**src/hw/rtl/pkba_pkg.sv**
```systemverilog
// ----------------------------------------------------------------------------
// pkba_pkg: shared types for the paged KV block allocator
// Item layouts, result codes, register indexes, FSM states and the
// command/status bundles between controller and datapath.
// ----------------------------------------------------------------------------
package pkba_pkg;

  localparam int KIND_W     = 2;
  localparam int SEQ_W      = 8;
  localparam int TOK_W      = 20;
  localparam int SLOT_W     = 8;
  localparam int COUNT_W    = 7;
  localparam int PHYS_W     = 10;
  localparam int ADDR_W     = 64;
  localparam int BB_W       = 32;
  localparam int CFG_DATA_W = 64;

  localparam logic [BB_W-1:0] BLOCK_BYTES_RESET = 32'd262144;

  typedef enum logic [KIND_W-1:0] {
    KIND_ALLOC  = 2'd0,
    KIND_APPEND = 2'd1,
    KIND_FREE   = 2'd2,
    KIND_LOOKUP = 2'd3
  } kind_e;

  typedef enum logic [2:0] {
    RS_OK        = 3'd0,
    RS_BAD_SEQ   = 3'd1,
    RS_ALREADY   = 3'd2,
    RS_NOT_ALLOC = 3'd3,
    RS_NO_BLOCKS = 3'd4,
    RS_BAD_SLOT  = 3'd5
  } status_e;

  typedef enum logic [0:0] {
    REG_KV_BASE     = 1'b0,
    REG_BLOCK_BYTES = 1'b1
  } reg_e;

  typedef struct packed {
    kind_e              kind;
    logic [SEQ_W-1:0]   seq_id;
    logic [TOK_W-1:0]   tok_count;
    logic [SLOT_W-1:0]  slot_index;
  } req_t;

  typedef struct packed {
    status_e            status;
    logic [COUNT_W-1:0] block_count;
    logic [PHYS_W-1:0]  phys_block;
    logic [ADDR_W-1:0]  block_address;
  } rsp_t;

  typedef struct packed {
    reg_e                  index;
    logic [CFG_DATA_W-1:0] data;
  } cfg_t;

  typedef enum logic [3:0] {
    ST_IDLE,
    ST_CHECK,
    ST_POP_RD,
    ST_POP_WR,
    ST_DRAIN_RD,
    ST_DRAIN_WR,
    ST_LK_MUL,
    ST_LK_ADD,
    ST_FINISH
  } state_e;

  typedef enum logic [1:0] {
    CNT_ZERO,
    CNT_IDX,
    CNT_SEQ
  } cnt_sel_e;

  typedef struct packed {
    logic     load;
    logic     check;
    logic     pop_wr;
    logic     rb_init;
    logic     drain_rd;
    logic     drain_wr;
    logic     lk_rd;
    logic     lk_mul;
    logic     lk_add;
    logic     cnt_wr;
    logic     cnt_wr_zero;
    logic     fin;
    status_e  status;
    cnt_sel_e cnt_sel;
    logic     lk_res;
  } cmd_t;

  typedef struct packed {
    logic  bad_seq;
    kind_e kind;
    logic  cnt_zero;
    logic  lk_ok;
    logic  fill_done;
    logic  top_zero;
    logic  drain_done;
    logic  out_busy;
  } stat_t;

endpackage

```
**src/hw/rtl/pkba_ctrl.sv**
```systemverilog
// ----------------------------------------------------------------------------
// pkba_ctrl: allocator sequencer
// Walks one request through check, pop, drain or lookup steps and hands
// the result code to the datapath output register.
// ----------------------------------------------------------------------------
module pkba_ctrl (
  input  logic            clk_i,
  input  logic            rst_ni,
  input  logic            req_valid_i,
  output logic            req_ready_o,
  input  pkba_pkg::stat_t stat_i,
  output pkba_pkg::cmd_t  cmd_o
);

  pkba_pkg::state_e   state_q, state_d;
  pkba_pkg::status_e  status_q, status_d;
  pkba_pkg::cnt_sel_e sel_q, sel_d;
  logic               lkres_q, lkres_d;
  logic               rb_q, rb_d;

  always_ff @(posedge clk_i or negedge rst_ni) begin
    if (!rst_ni) begin
      state_q  <= pkba_pkg::ST_IDLE;
      status_q <= pkba_pkg::RS_OK;
      sel_q    <= pkba_pkg::CNT_ZERO;
      lkres_q  <= 1'b0;
      rb_q     <= 1'b0;
    end else begin
      state_q  <= state_d;
      status_q <= status_d;
      sel_q    <= sel_d;
      lkres_q  <= lkres_d;
      rb_q     <= rb_d;
    end
  end

  always_comb begin
    state_d     = state_q;
    status_d    = status_q;
    sel_d       = sel_q;
    lkres_d     = lkres_q;
    rb_d        = rb_q;
    cmd_o       = '0;
    cmd_o.status  = status_q;
    cmd_o.cnt_sel = sel_q;
    cmd_o.lk_res  = lkres_q;
    req_ready_o = 1'b0;

    case (state_q)
      pkba_pkg::ST_IDLE: begin
        req_ready_o = 1'b1;
        if (req_valid_i) begin
          cmd_o.load = 1'b1;
          state_d    = pkba_pkg::ST_CHECK;
        end
      end
      pkba_pkg::ST_CHECK: begin
        cmd_o.check = 1'b1;
        lkres_d     = 1'b0;
        sel_d       = pkba_pkg::CNT_ZERO;
        status_d    = pkba_pkg::RS_OK;
        state_d     = pkba_pkg::ST_FINISH;
        if (stat_i.bad_seq) begin
          status_d = pkba_pkg::RS_BAD_SEQ;
        end else begin
          case (stat_i.kind)
            pkba_pkg::KIND_ALLOC: begin
              if (stat_i.cnt_zero) state_d = pkba_pkg::ST_POP_RD;
              else status_d = pkba_pkg::RS_ALREADY;
            end
            pkba_pkg::KIND_APPEND: begin
              if (stat_i.cnt_zero) status_d = pkba_pkg::RS_NOT_ALLOC;
              else state_d = pkba_pkg::ST_POP_RD;
            end
            pkba_pkg::KIND_FREE: begin
              if (stat_i.cnt_zero) begin
                status_d = pkba_pkg::RS_NOT_ALLOC;
              end else begin
                rb_d    = 1'b0;
                state_d = pkba_pkg::ST_DRAIN_RD;
              end
            end
            default: begin
              sel_d = pkba_pkg::CNT_SEQ;
              if (stat_i.lk_ok) begin
                cmd_o.lk_rd = 1'b1;
                state_d     = pkba_pkg::ST_LK_MUL;
              end else begin
                status_d = pkba_pkg::RS_BAD_SLOT;
              end
            end
          endcase
        end
      end
      pkba_pkg::ST_POP_RD: begin
        if (stat_i.fill_done) begin
          cmd_o.cnt_wr = 1'b1;
          status_d     = pkba_pkg::RS_OK;
          sel_d        = (stat_i.kind == pkba_pkg::KIND_ALLOC) ? pkba_pkg::CNT_IDX
                                                               : pkba_pkg::CNT_ZERO;
          state_d      = pkba_pkg::ST_FINISH;
        end else if (stat_i.top_zero) begin
          // out of blocks: give back what this request took
          cmd_o.rb_init = 1'b1;
          rb_d          = 1'b1;
          state_d       = pkba_pkg::ST_DRAIN_RD;
        end else begin
          state_d = pkba_pkg::ST_POP_WR;
        end
      end
      pkba_pkg::ST_POP_WR: begin
        cmd_o.pop_wr = 1'b1;
        state_d      = pkba_pkg::ST_POP_RD;
      end
      pkba_pkg::ST_DRAIN_RD: begin
        cmd_o.drain_rd = 1'b1;
        if (stat_i.drain_done) begin
          sel_d   = pkba_pkg::CNT_ZERO;
          state_d = pkba_pkg::ST_FINISH;
          if (rb_q) begin
            status_d = pkba_pkg::RS_NO_BLOCKS;
          end else begin
            status_d          = pkba_pkg::RS_OK;
            cmd_o.cnt_wr      = 1'b1;
            cmd_o.cnt_wr_zero = 1'b1;
          end
        end else begin
          state_d = pkba_pkg::ST_DRAIN_WR;
        end
      end
      pkba_pkg::ST_DRAIN_WR: begin
        cmd_o.drain_wr = 1'b1;
        state_d        = pkba_pkg::ST_DRAIN_RD;
      end
      pkba_pkg::ST_LK_MUL: begin
        cmd_o.lk_mul = 1'b1;
        state_d      = pkba_pkg::ST_LK_ADD;
      end
      pkba_pkg::ST_LK_ADD: begin
        cmd_o.lk_add = 1'b1;
        status_d     = pkba_pkg::RS_OK;
        lkres_d      = 1'b1;
        state_d      = pkba_pkg::ST_FINISH;
      end
      pkba_pkg::ST_FINISH: begin
        if (!stat_i.out_busy) begin
          cmd_o.fin = 1'b1;
          state_d   = pkba_pkg::ST_IDLE;
        end
      end
      default: state_d = pkba_pkg::ST_IDLE;
    endcase
  end

endmodule

```
**config.mk**
```make
export PLATFORM = sky130hd
export DESIGN_NAME = pkba_ctrl
export DESIGN_NICKNAME = d
export VERILOG_FILES = /design/src/hw/rtl/pkba_pkg.sv /design/src/hw/rtl/pkba_ctrl.sv
export SDC_FILE = /design/constraint.sdc
export NUM_CORES = 1
export LEC_CHECK = 0
export BUFFER_PORTS_ARGS = -buffer_cell sky130_fd_sc_hd__buf_2
export CORE_MARGIN = 1
export CORE_UTILIZATION = 45
export DETAILED_ROUTE_END_ITERATION = 8
export GPL_TIMING_DRIVEN = 0
export PLACE_DENSITY = 0.75
export REMOVE_ABC_BUFFERS = 1
export SETUP_SLACK_MARGIN = 0.4
export SLEW_MARGIN = 25
export SYNTH_ARGS = -nofsm -noshare
export SYNTH_HDL_FRONTEND = slang
export SYNTH_SLANG_ARGS = --single-unit
export TNS_END_PERCENT = 5
```
**constraint.sdc**
```tcl
create_clock -name clk_i -period 1.5 [get_ports clk_i]
set_clock_uncertainty 0.05 [all_clocks]
set_input_delay 0.3 -clock clk_i [delete_from_list [all_inputs] [get_ports clk_i]]
set_output_delay 0.3 -clock clk_i [all_outputs]
set_load 0.03 [all_outputs]
```
* Word level (Yosys, flattened, before mapping) *
Cells that the tools add are included.

storage, ports and cells
  output and inout bits = 19
  bits in registers = 11
  logic and storage cells = 93
  input bits = 12

cells by class
  equality and inequality tests = 19
  mux-type cells = 57
  reduce and logical (&&, ||, !) cells = 12

operator list
  operator              count
  $mux W4               9
  $pmux W4 S9           1
  $mux W1               26
  $mux W3               6
  $eq A4 B3 Y1 const B  4
  $mux W2               8
  $ne A2 B2 Y1 const B  8
  $pmux W3 S4           1
  $pmux W4 S3           1
  $eq A4 B2 Y1 const B  2
  $pmux W1 S2           3
  $pmux W2 S3           1
  $pmux W3 S2           1
  $reduce_and A3 Y1     2
  $reduce_and A6 Y1     1
  $eq A4 B1 Y1 const B  1
  $eq A4 B4 Y1 const B  1
  $logic_not A4 Y1      1
  $reduce_bool A2 Y1    2
  $reduce_bool A4 Y1    1
  $reduce_bool A3 Y1    1
  $reduce_or A3 Y1      1
  $eq A2 B1 Y1 const B  1
  $eq A2 B2 Y1 const B  1
  other kinds (4)       4

* Longest topological paths before layout *
Gate-level depths: netlist of run 1.

  depth after elaboration = 5
  depth in mapped cells = 6
  gate-level depth less buffers = 6

* Worst setup path before layout of run 1 *
Ideal clock, no wire load.

  path kind = register to output
  start point = register state_q[0]
  end point = output cmd_o[17] in the netlist's numbering
  arrival time = 2222 ps
  stages on the path, launching flop included = 5
  path slack = -1072 ps
  data required time = 1150 ps
  buffers on the path = 2
  cell sequence = dfrtp_1 > buf_2 > buf_2 > nor4_1 > and2_1

RTL lines
  element                 RTL line         text
  from (decl)             pkba_ctrl.sv:15  pkba_pkg::state_e state_q, state_d;
  from (signal assigned)  pkba_ctrl.sv:23  state_q <= pkba_pkg::ST_IDLE;
  from (signal assigned)  pkba_ctrl.sv:29  state_q <= state_d;
  to (decl)               pkba_ctrl.sv:12  output pkba_pkg::cmd_t cmd_o

==> results of run 1 <==
kinds of logic (layout without fill, tap and decap cells):
kind of cell / count (synthesis) / in the layout / share of synthesized area
and+or+nand+nor: 52 / 52 / 0.3338
AOI/OAI and AO/OA: 19 / 19 / 0.1355
buffers and inverters: 18 / 64 / 0.08952
DFF: 11 / 11 / 0.2813
muxes: 7 / 7 / 0.07800
adders and majority gates: 5 / 5 / 0.06394
xor gates and xnor gates: 2 / 2 / 0.01791
state kept, by name, summed over array words and instances (netlist names):
register / count
lkres_q: 1
rb_q: 1
sel_q: 2
state_q: 4
status_q: 3
report_power, final:
group	internal (mW)	switching (mW)	total [mW]
Clock	0.103	0.118	0.221
Sequential	0.402	0.161	0.562
Combinational	0.808	0.857	1.66
Total	1.31	1.14	2.45
per-layer routing:
layer  up-vias  wire (um)  part of all wire  global-route usage
li1        492          -                 -                   -
met1       529       1303              0.41              0.2935
met2        56       1598              0.50              0.3981
met3        12        170             0.053             0.05346
met4         0        121             0.038              0.1029
met5         -          0                 0                   0
cell type report:
class / count / area [um^2] / area share
clock buffers: 4 / 26.28 / 0.01741
inverters: 7 / 26.28 / 0.01741
multi-input cells: 85 / 703.2 / 0.4660
flip-flops and latches: 11 / 282.8 / 0.1874
well taps: 27 / 33.78 / 0.02239
repair buffers: 53 / 436.7 / 0.2894
worst min-delay path: stages:
cell                       delay, ns
sky130_fd_sc_hd__buf_2          0.10
sky130_fd_sc_hd__inv_1          0.06
sky130_fd_sc_hd__a221oi_2       0.05
layout by cell type (no fill, tap or decap), types with 2 or more instances in the layout:
| master | instances |
|---|---|
| sky130_fd_sc_hd__buf_6 | 17 |
| sky130_fd_sc_hd__inv_1 | 7 |
| sky130_fd_sc_hd__ha_1 | 5 |
| sky130_fd_sc_hd__nor3b_2 | 2 |
| sky130_fd_sc_hd__nor3_4 | 2 |
| sky130_fd_sc_hd__a21oi_1 | 4 |
| sky130_fd_sc_hd__mux2i_1 | 2 |
| sky130_fd_sc_hd__dfrtp_1 | 7 |
| sky130_fd_sc_hd__buf_2 | 11 |
| sky130_fd_sc_hd__nor2_1 | 10 |
| sky130_fd_sc_hd__mux2_2 | 5 |
| sky130_fd_sc_hd__dfrtp_2 | 3 |
| sky130_fd_sc_hd__nand3b_1 | 5 |
| sky130_fd_sc_hd__buf_4 | 23 |
| sky130_fd_sc_hd__nand2b_1 | 2 |
| sky130_fd_sc_hd__clkbuf_4 | 4 |
| sky130_fd_sc_hd__nand3_1 | 6 |
| sky130_fd_sc_hd__nand2_1 | 7 |
| sky130_fd_sc_hd__nor2b_1 | 3 |
| sky130_fd_sc_hd__a21o_1 | 2 |
| sky130_fd_sc_hd__nor3_1 | 2 |
| sky130_fd_sc_hd__nor4b_4 | 2 |
| sky130_fd_sc_hd__o31ai_1 | 2 |
worst paths after layout:
kind / start / to / slack (ns)
setup / recovery: state_q[0] / cmd_o[14] / -0.44
hold / removal: req_valid_i / state_q[0] / 0.21
setup reg to reg: state_q[0] / state_q[0] / -0.33
hold reg to reg: status_q[2] / status_q[2] / 0.48
max in group asynchronous: rst_ni / state_q[3] / 0.78
min in group asynchronous: rst_ni / state_q[0] / 0.37
what timing repair did:
item / 4_1_cts / 5_1_grt
hold endpoints to repair: 11 / 0
buffers inserted: 16 / 6
setup endpoints to repair: 30 / 30
pin swaps: 9 / 8
hold buffers: 1 / 0
gates resized for setup: 49 / 12
through the flow:
| step | total power, mW | area (um^2) | setup TNS (ns) |
|---|---|---|---|
| after global routing | 2.556 | 1509 | -7.763 |
| final | 2.448 | 1509 | -6.487 |
| after detailed placement | 1.566 | 1101 | -7.146 |
| after global placement | 1.534 | 1101 | -6.333 |
| after floorplan | 1.306 | 917.1 | -8.264 |
| after CTS | 2.211 | 1415 | -5.191 |
==> results.txt, run 1 <==
The final clock period utilization by the worst path is 1.295. The overall die height is 48.63 um. The number of cells on the worst hold path is 3. The area added between synthesis and finish is 54.22%. The number of max-slew violations in the final report is 0.

The final net count came out at between 150 and 200. The cell area power density came out at around 1600 mW/mm^2. The first-iteration detailed-routing DRC count came out at 30. The count of unique library cells instantiated by Yosys came out at 37. The maximum fanout along the worst path is 6.

The clock tree root buffer cell is sky130_fd_sc_hd__clkbuf_4. The critical path in this run is classified as flip-flop to output port. The run finished, with violations left. The number of filler cells placed in the layout is between 100 and 150.

The detailed-router iteration count before antenna repair came out at 4. The number of endpoints with negative hold slack in the final report came out at 0. The share of the Yosys chip area taken by registers is 0.2813. The final worst-path setup slack is -0.4430 ns. The worst-case vdd ir drop came out at between 1 and 1.5 mV. The width of the die came out at 48.63 um.

For the pin with the worst max-slew slack, the measured transition is 0.3964 ns. The critical path runs through a total of 4 cells. Counting cells, the worst reg-to-reg path comes to 4. The number of max-cap violations came out at 0. The initial utilization of the core area, before any placement, comes to 0.4887. sky130_fd_sc_hd__dfrtp_1 takes more of the synthesized area than any other cell. By instance count, the leading cell after synthesis is sky130_fd_sc_hd__dfrtp_1. The data arrival time of the worst path came out at roughly 1.6 ns.

The core region is around 0.002 mm^2. The post-placement cell count came out at 160. The I/O pin total is 31. The CTS sink count came out at 11.

The largest stage delay on the critical path came out at 0.54 ns. The final standard cell count with taps included and fillers excluded is 187. After synthesis, the cell types taking the most area are sky130_fd_sc_hd__dfrtp_1 (28%), sky130_fd_sc_hd__ha_1 (6.4%), sky130_fd_sc_hd__mux2_2 (5.8%), sky130_fd_sc_hd__nor4b_4 (4.9%), sky130_fd_sc_hd__nand3b_1 (3.8%). In the synthesized netlist the dominant register cell turns out to be sky130_fd_sc_hd__dfrtp_1. The count of input and output buffers came out at 30. The share of synthesized area in the top cell type comes to 0.2813. The die outline area is around 0.0024 mm^2.

Timing would allow up to around 510 MHz. The Yosys step of the flow raised 0 warnings. The largest net degree at the start of global routing came out at 12. Setup violations remaining at the end of the flow were counted as 22.

The DRC violation count after routing is 0. The final routed wire length divided by cell count is ~17 um. The worst endpoint required time came out at between 1 and 1.5 ns.

The clock period minus worst slack came out at just under 2 ns. The final core area utilization is 0.7538. The nature of the critical path startpoint is a flip-flop.

The worst slew margin relative to its limit is 0.7352. The post-detailed-route via-to-cell ratio came out at roughly 5.8. The synthesized area is ~980 um^2. Setup repair after global routing could not meet its margin everywhere. In the synthesized netlist, the cells that appear most often are sky130_fd_sc_hd__dfrtp_1 (11), sky130_fd_sc_hd__nor2_1 (10), sky130_fd_sc_hd__inv_1 (7), sky130_fd_sc_hd__nand2_1 (7), sky130_fd_sc_hd__nand3_1 (6). The kind of end point of the critical path is an output port.

Summed over all cells, the static leakage comes to between 0.7 and 0.8 nW. The final weighted congestion of routability-driven global placement came out at 0.7844. The cell family contributing the most delay on the critical path is flip-flops. The cell count after synthesis is around 110.

For this block, the routed nets add up to roughly 3200 um of wire. In this run the worst hold path is classified as input pin to flip-flop. After global routing the overflow that remains totals 0.

The count of buffering cells on the critical path with inverters included came out at 2. The buffer levels on the longest clock path is 2. The flop and latch count out of synthesis is 11. After legalization and detailed placement, the total HPWL measured between 1500 and 2000 um. The depth of the CTS H-tree came out at 1.

The number of placement rows came out at 16. For this run, the total global-route usage over all layers was measured as 0.2389. Clock-pin slew was measured on the worst setup and hold paths at around 0.080 ns. The final reports fail on negative setup slack. The number of vias in the routed layout came out at 1,089. The pre-CTS worst setup slack came out at -0.5506 ns. The slowest stage of the critical path is the sky130_fd_sc_hd__dfrtp_4 cell.

The average instance in the mapped netlist occupies roughly 8.6 um^2. In this run, synthesis inferred 0 flip-flops with an integrated enable. The count of nets left with antenna violations after detail routing is 0. For the worst-skew pair, the clock arrives at the later sink with an insertion delay of between 0.2 and 0.3 ns.

The ratio of cells with drive above 1 in the final layout came out at 0.5000. The fraction of synthesis flops using an asynchronous set or reset pin is 1.000. TritonCTS built the clock tree. The via count of the first global-routing pass is about 930.

Traced cell by cell, the critical path runs through nor4b_4 -> nand3b_1 -> inv_1 -> buf_6. The worst slack on hold paths is roughly 0.21 ns. The total clock buffers created by CTS came out at 3. The number of diodes is 0. The first global-routing pass estimated roughly 4300 um of wire. The number of antenna violations at the first check in global routing is 0.
Note: power is estimated with default switching activity, not from simulation.
==> run 2: changes to the inputs <==
--- a/config.mk
+++ b/config.mk
@@ -11,6 +11,7 @@
 export DETAILED_ROUTE_END_ITERATION = 8
 export GPL_TIMING_DRIVEN = 0
 export PLACE_DENSITY = 0.75
+export RECOVER_POWER = 50
 export REMOVE_ABC_BUFFERS = 1
 export SETUP_SLACK_MARGIN = 0.4
 export SLEW_MARGIN = 25
==> run 2 against run 1 <==
The flow still finishes with violations (negative setup slack); combinational power barely moved; core utilization is 0.062 points lower; total power fell by 0.17%; non-clock buffer count unchanged; fmax about the same; clock-buffer cell count unchanged; via count decreased by 1.4%; critical endpoint unchanged; highest routed layer unchanged.
==> results.txt, run 2 (synthesized netlist as in run 1, its figures left out) <==
The run finished, with violations left. The checks that failed: negative setup slack. The number of vias in the routed layout is around 1,100. The first detailed-routing pass took 4 iterations. The clock latency reported for the late side of the worst-skew pair is roughly 0.28 ns. The number of antenna violations at the first check in global routing is 0. Leaving out fill and tap cells, the most frequent cells in the layout are sky130_fd_sc_hd__buf_4 (23), sky130_fd_sc_hd__buf_6 (17), sky130_fd_sc_hd__nor2_1 (10), sky130_fd_sc_hd__buf_2 (10). The number of max-slew violations in the final report came out at 0.

At the worst endpoint, the required time is between 1 and 1.5 ns. For this run, the total global-route usage over all layers was measured as 0.2389. The count of nets left with antenna violations after detail routing is 0.

The largest net degree at the start of global routing is 12. Clock-pin slew was measured on the worst setup and hold paths at 0.08 ns. The data arrival time of the worst path came out at approximately 1.6 ns.

The post-DP HPWL came out at between 1500 and 2000 um. For this run the aggregate overflow at the end of global routing stands at 0. The post-route standard cell area excluding fillers came out at 0.001508 mm^2. The clock passes through at most 2 buffers. The number of placement rows is 16. The width of the die is ~49 um. The number of filler cells placed in the layout is 128.

Setup repair after global routing could not meet its margin everywhere. The type of the setup path with the least slack is flip-flop to output port. The total clock buffers created by CTS came out at 3. state_q holds more flip-flops than any other register. The number of diodes came out at 0. The ratio of cells with drive above 1 in the final layout came out at 0.4938. After detailed routing, the number of remaining DRC violations is 0. The worst slew margin relative to its limit is 0.5516.

The post-place instance area is between 0.001 and 0.0015 mm^2. The leading cell type in the layout, fill and taps excluded is sky130_fd_sc_hd__buf_4. Max-cap violations in this run came to 0. The kind of end point of the critical path is an output port. The maximum achievable frequency came out at between 500 and 600 MHz. The worst-case vdd ir drop came out at between 1 and 1.5 mV.

Before CTS, the worst setup slack after placement is -0.5506 ns. The worst slack on hold paths is around 0.22 ns. The number of failing setup endpoints in the final timing report came out at 22.

The flip-flop count of the largest register, all copies and words added is 4. The first global-routing pass estimated ~4300 um of wire. In this run the count of I/O pins placed on the die edge is 31.

The count of input and output buffers came out at 30. The die outline area is between 0.002 and 0.0025 mm^2. The initial utilization of the core area, before any placement, comes to 0.4887. In this run the vertical extent of the chip is 48.63 um. The multi-input gate area in the final layout is 703.2 um^2. After detailed routing, the number of vias per cell comes to 5.743. The number of endpoints with negative hold slack in the final report is 0. Across all setup checks in the final design, the least slack found is -0.4429 ns. The via count of the first global-routing pass came out at 933. The cell sitting at the root of the clock tree is a sky130_fd_sc_hd__clkbuf_4. Along the worst path, the maximum fanout reaches 6. STA classifies the critical path startpoint as a flip-flop. The final standard cell count with taps included and fillers excluded is 187. The area added between synthesis and finish came out at 54.09%. The area taken by flip-flops and latches came out at 282.8 um^2.

The depth of the CTS H-tree came out at 1. Counting tap cells, the placed design contains a total of 160 instances. The total area inside the core boundary comes to between 0.002 and 0.0025 mm^2. The first-iteration detailed-routing DRC count is 31. The largest registers in the layout are state_q: 4 flops, status_q: 3 flops, sel_q: 2 flops.

Dividing the final minimum period by the clock period gives 1.295. The final net count came out at 178. TritonCTS built the clock tree.

The analysis attributes to cell leakage a power of about 0.72 nW. The final wirelength is approximately 3200 um. In the final routed layout, each cell accounts on average for 17.02 um. The accumulated negative setup slack came out at -6.422 ns. The final weighted congestion of routability-driven global placement is a little under 0.8. Dividing total power by cell area gives a power density of 1621 mW/mm^2. The worst-margin pin slew came out at roughly 0.67 ns. The CTS sink count is 11. The clock period minus worst slack came out at around 1.9 ns.

In this run the worst hold path is classified as input pin to flip-flop.
==> run 2: layer usage <==
metal | part of all wire | up-vias | global-route usage
li1 | - | 492 | -
met1 | 0.41 | 518 | 0.2935
met2 | 0.50 | 52 | 0.3981
met3 | 0.054 | 12 | 0.05346
met4 | 0.036 | 0 | 0.1029
met5 | 0 | - | 0
==> run 2: final timing paths <==
| kind | start | to | slack [ns] | cells past startpoint |
|---|---|---|---|---|
| setup reg to reg | state_q[0] | state_q[0] | -0.33 | 4 |
| min in group asynchronous | rst_ni | state_q[0] | 0.51 | 2 |
| hold / removal | req_valid_i | state_q[0] | 0.22 | 3 |
| setup / recovery | state_q[0] | cmd_o[14] | -0.44 | 4 |
| max in group asynchronous | rst_ni | state_q[0] | 0.40 | 2 |
| hold reg to reg | status_q[2] | status_q[2] | 0.48 | 1 |
==> run 2: timing repair <==
action / CTS / global route
pin swaps: 9 / 8
hold endpoints to repair: 11 / 0
setup buffers: 16 / 6
setup endpoints to repair: 30 / 30
resized for setup: 49 / 12
hold buffers: 1 / 0
==> run 2: stage by stage <==
| step | power, mW | utilization |
|---|---|---|
| after floorplan | 1.306 | - |
| after global placement | 1.534 | 0.5500 |
| after detailed placement | 1.566 | 0.5500 |
| after CTS | 2.211 | 0.7069 |
| after global routing | 2.555 | 0.7531 |
| final | 2.443 | 0.7531 |
==> run 2: cell type report <==
cell class,instances,share of cell area
flip-flops and latches,11,0.1876
multi-input cells,85,0.4664
inverters,7,0.01743
well taps,27,0.02241
clock buffers,4,0.01743
repair buffers,53,0.2888
==> run 2: power by group <==
| group | total, mW | switching, mW | internal, mW |
|---|---|---|---|
| Combinational | 1.66 | 0.856 | 0.807 |
| Clock | 0.220 | 0.117 | 0.103 |
| Sequential | 0.560 | 0.158 | 0.402 |
| Total | 2.44 | 1.13 | 1.31 |
==> run 2: worst max-delay path, cell delays in order (launching register included) <==
cell and delay [ns]:
sky130_fd_sc_hd__dfrtp_4 0.55, sky130_fd_sc_hd__nor4b_4 0.36, sky130_fd_sc_hd__nand3b_1 0.16, sky130_fd_sc_hd__inv_1 0.11, sky130_fd_sc_hd__buf_6 0.13
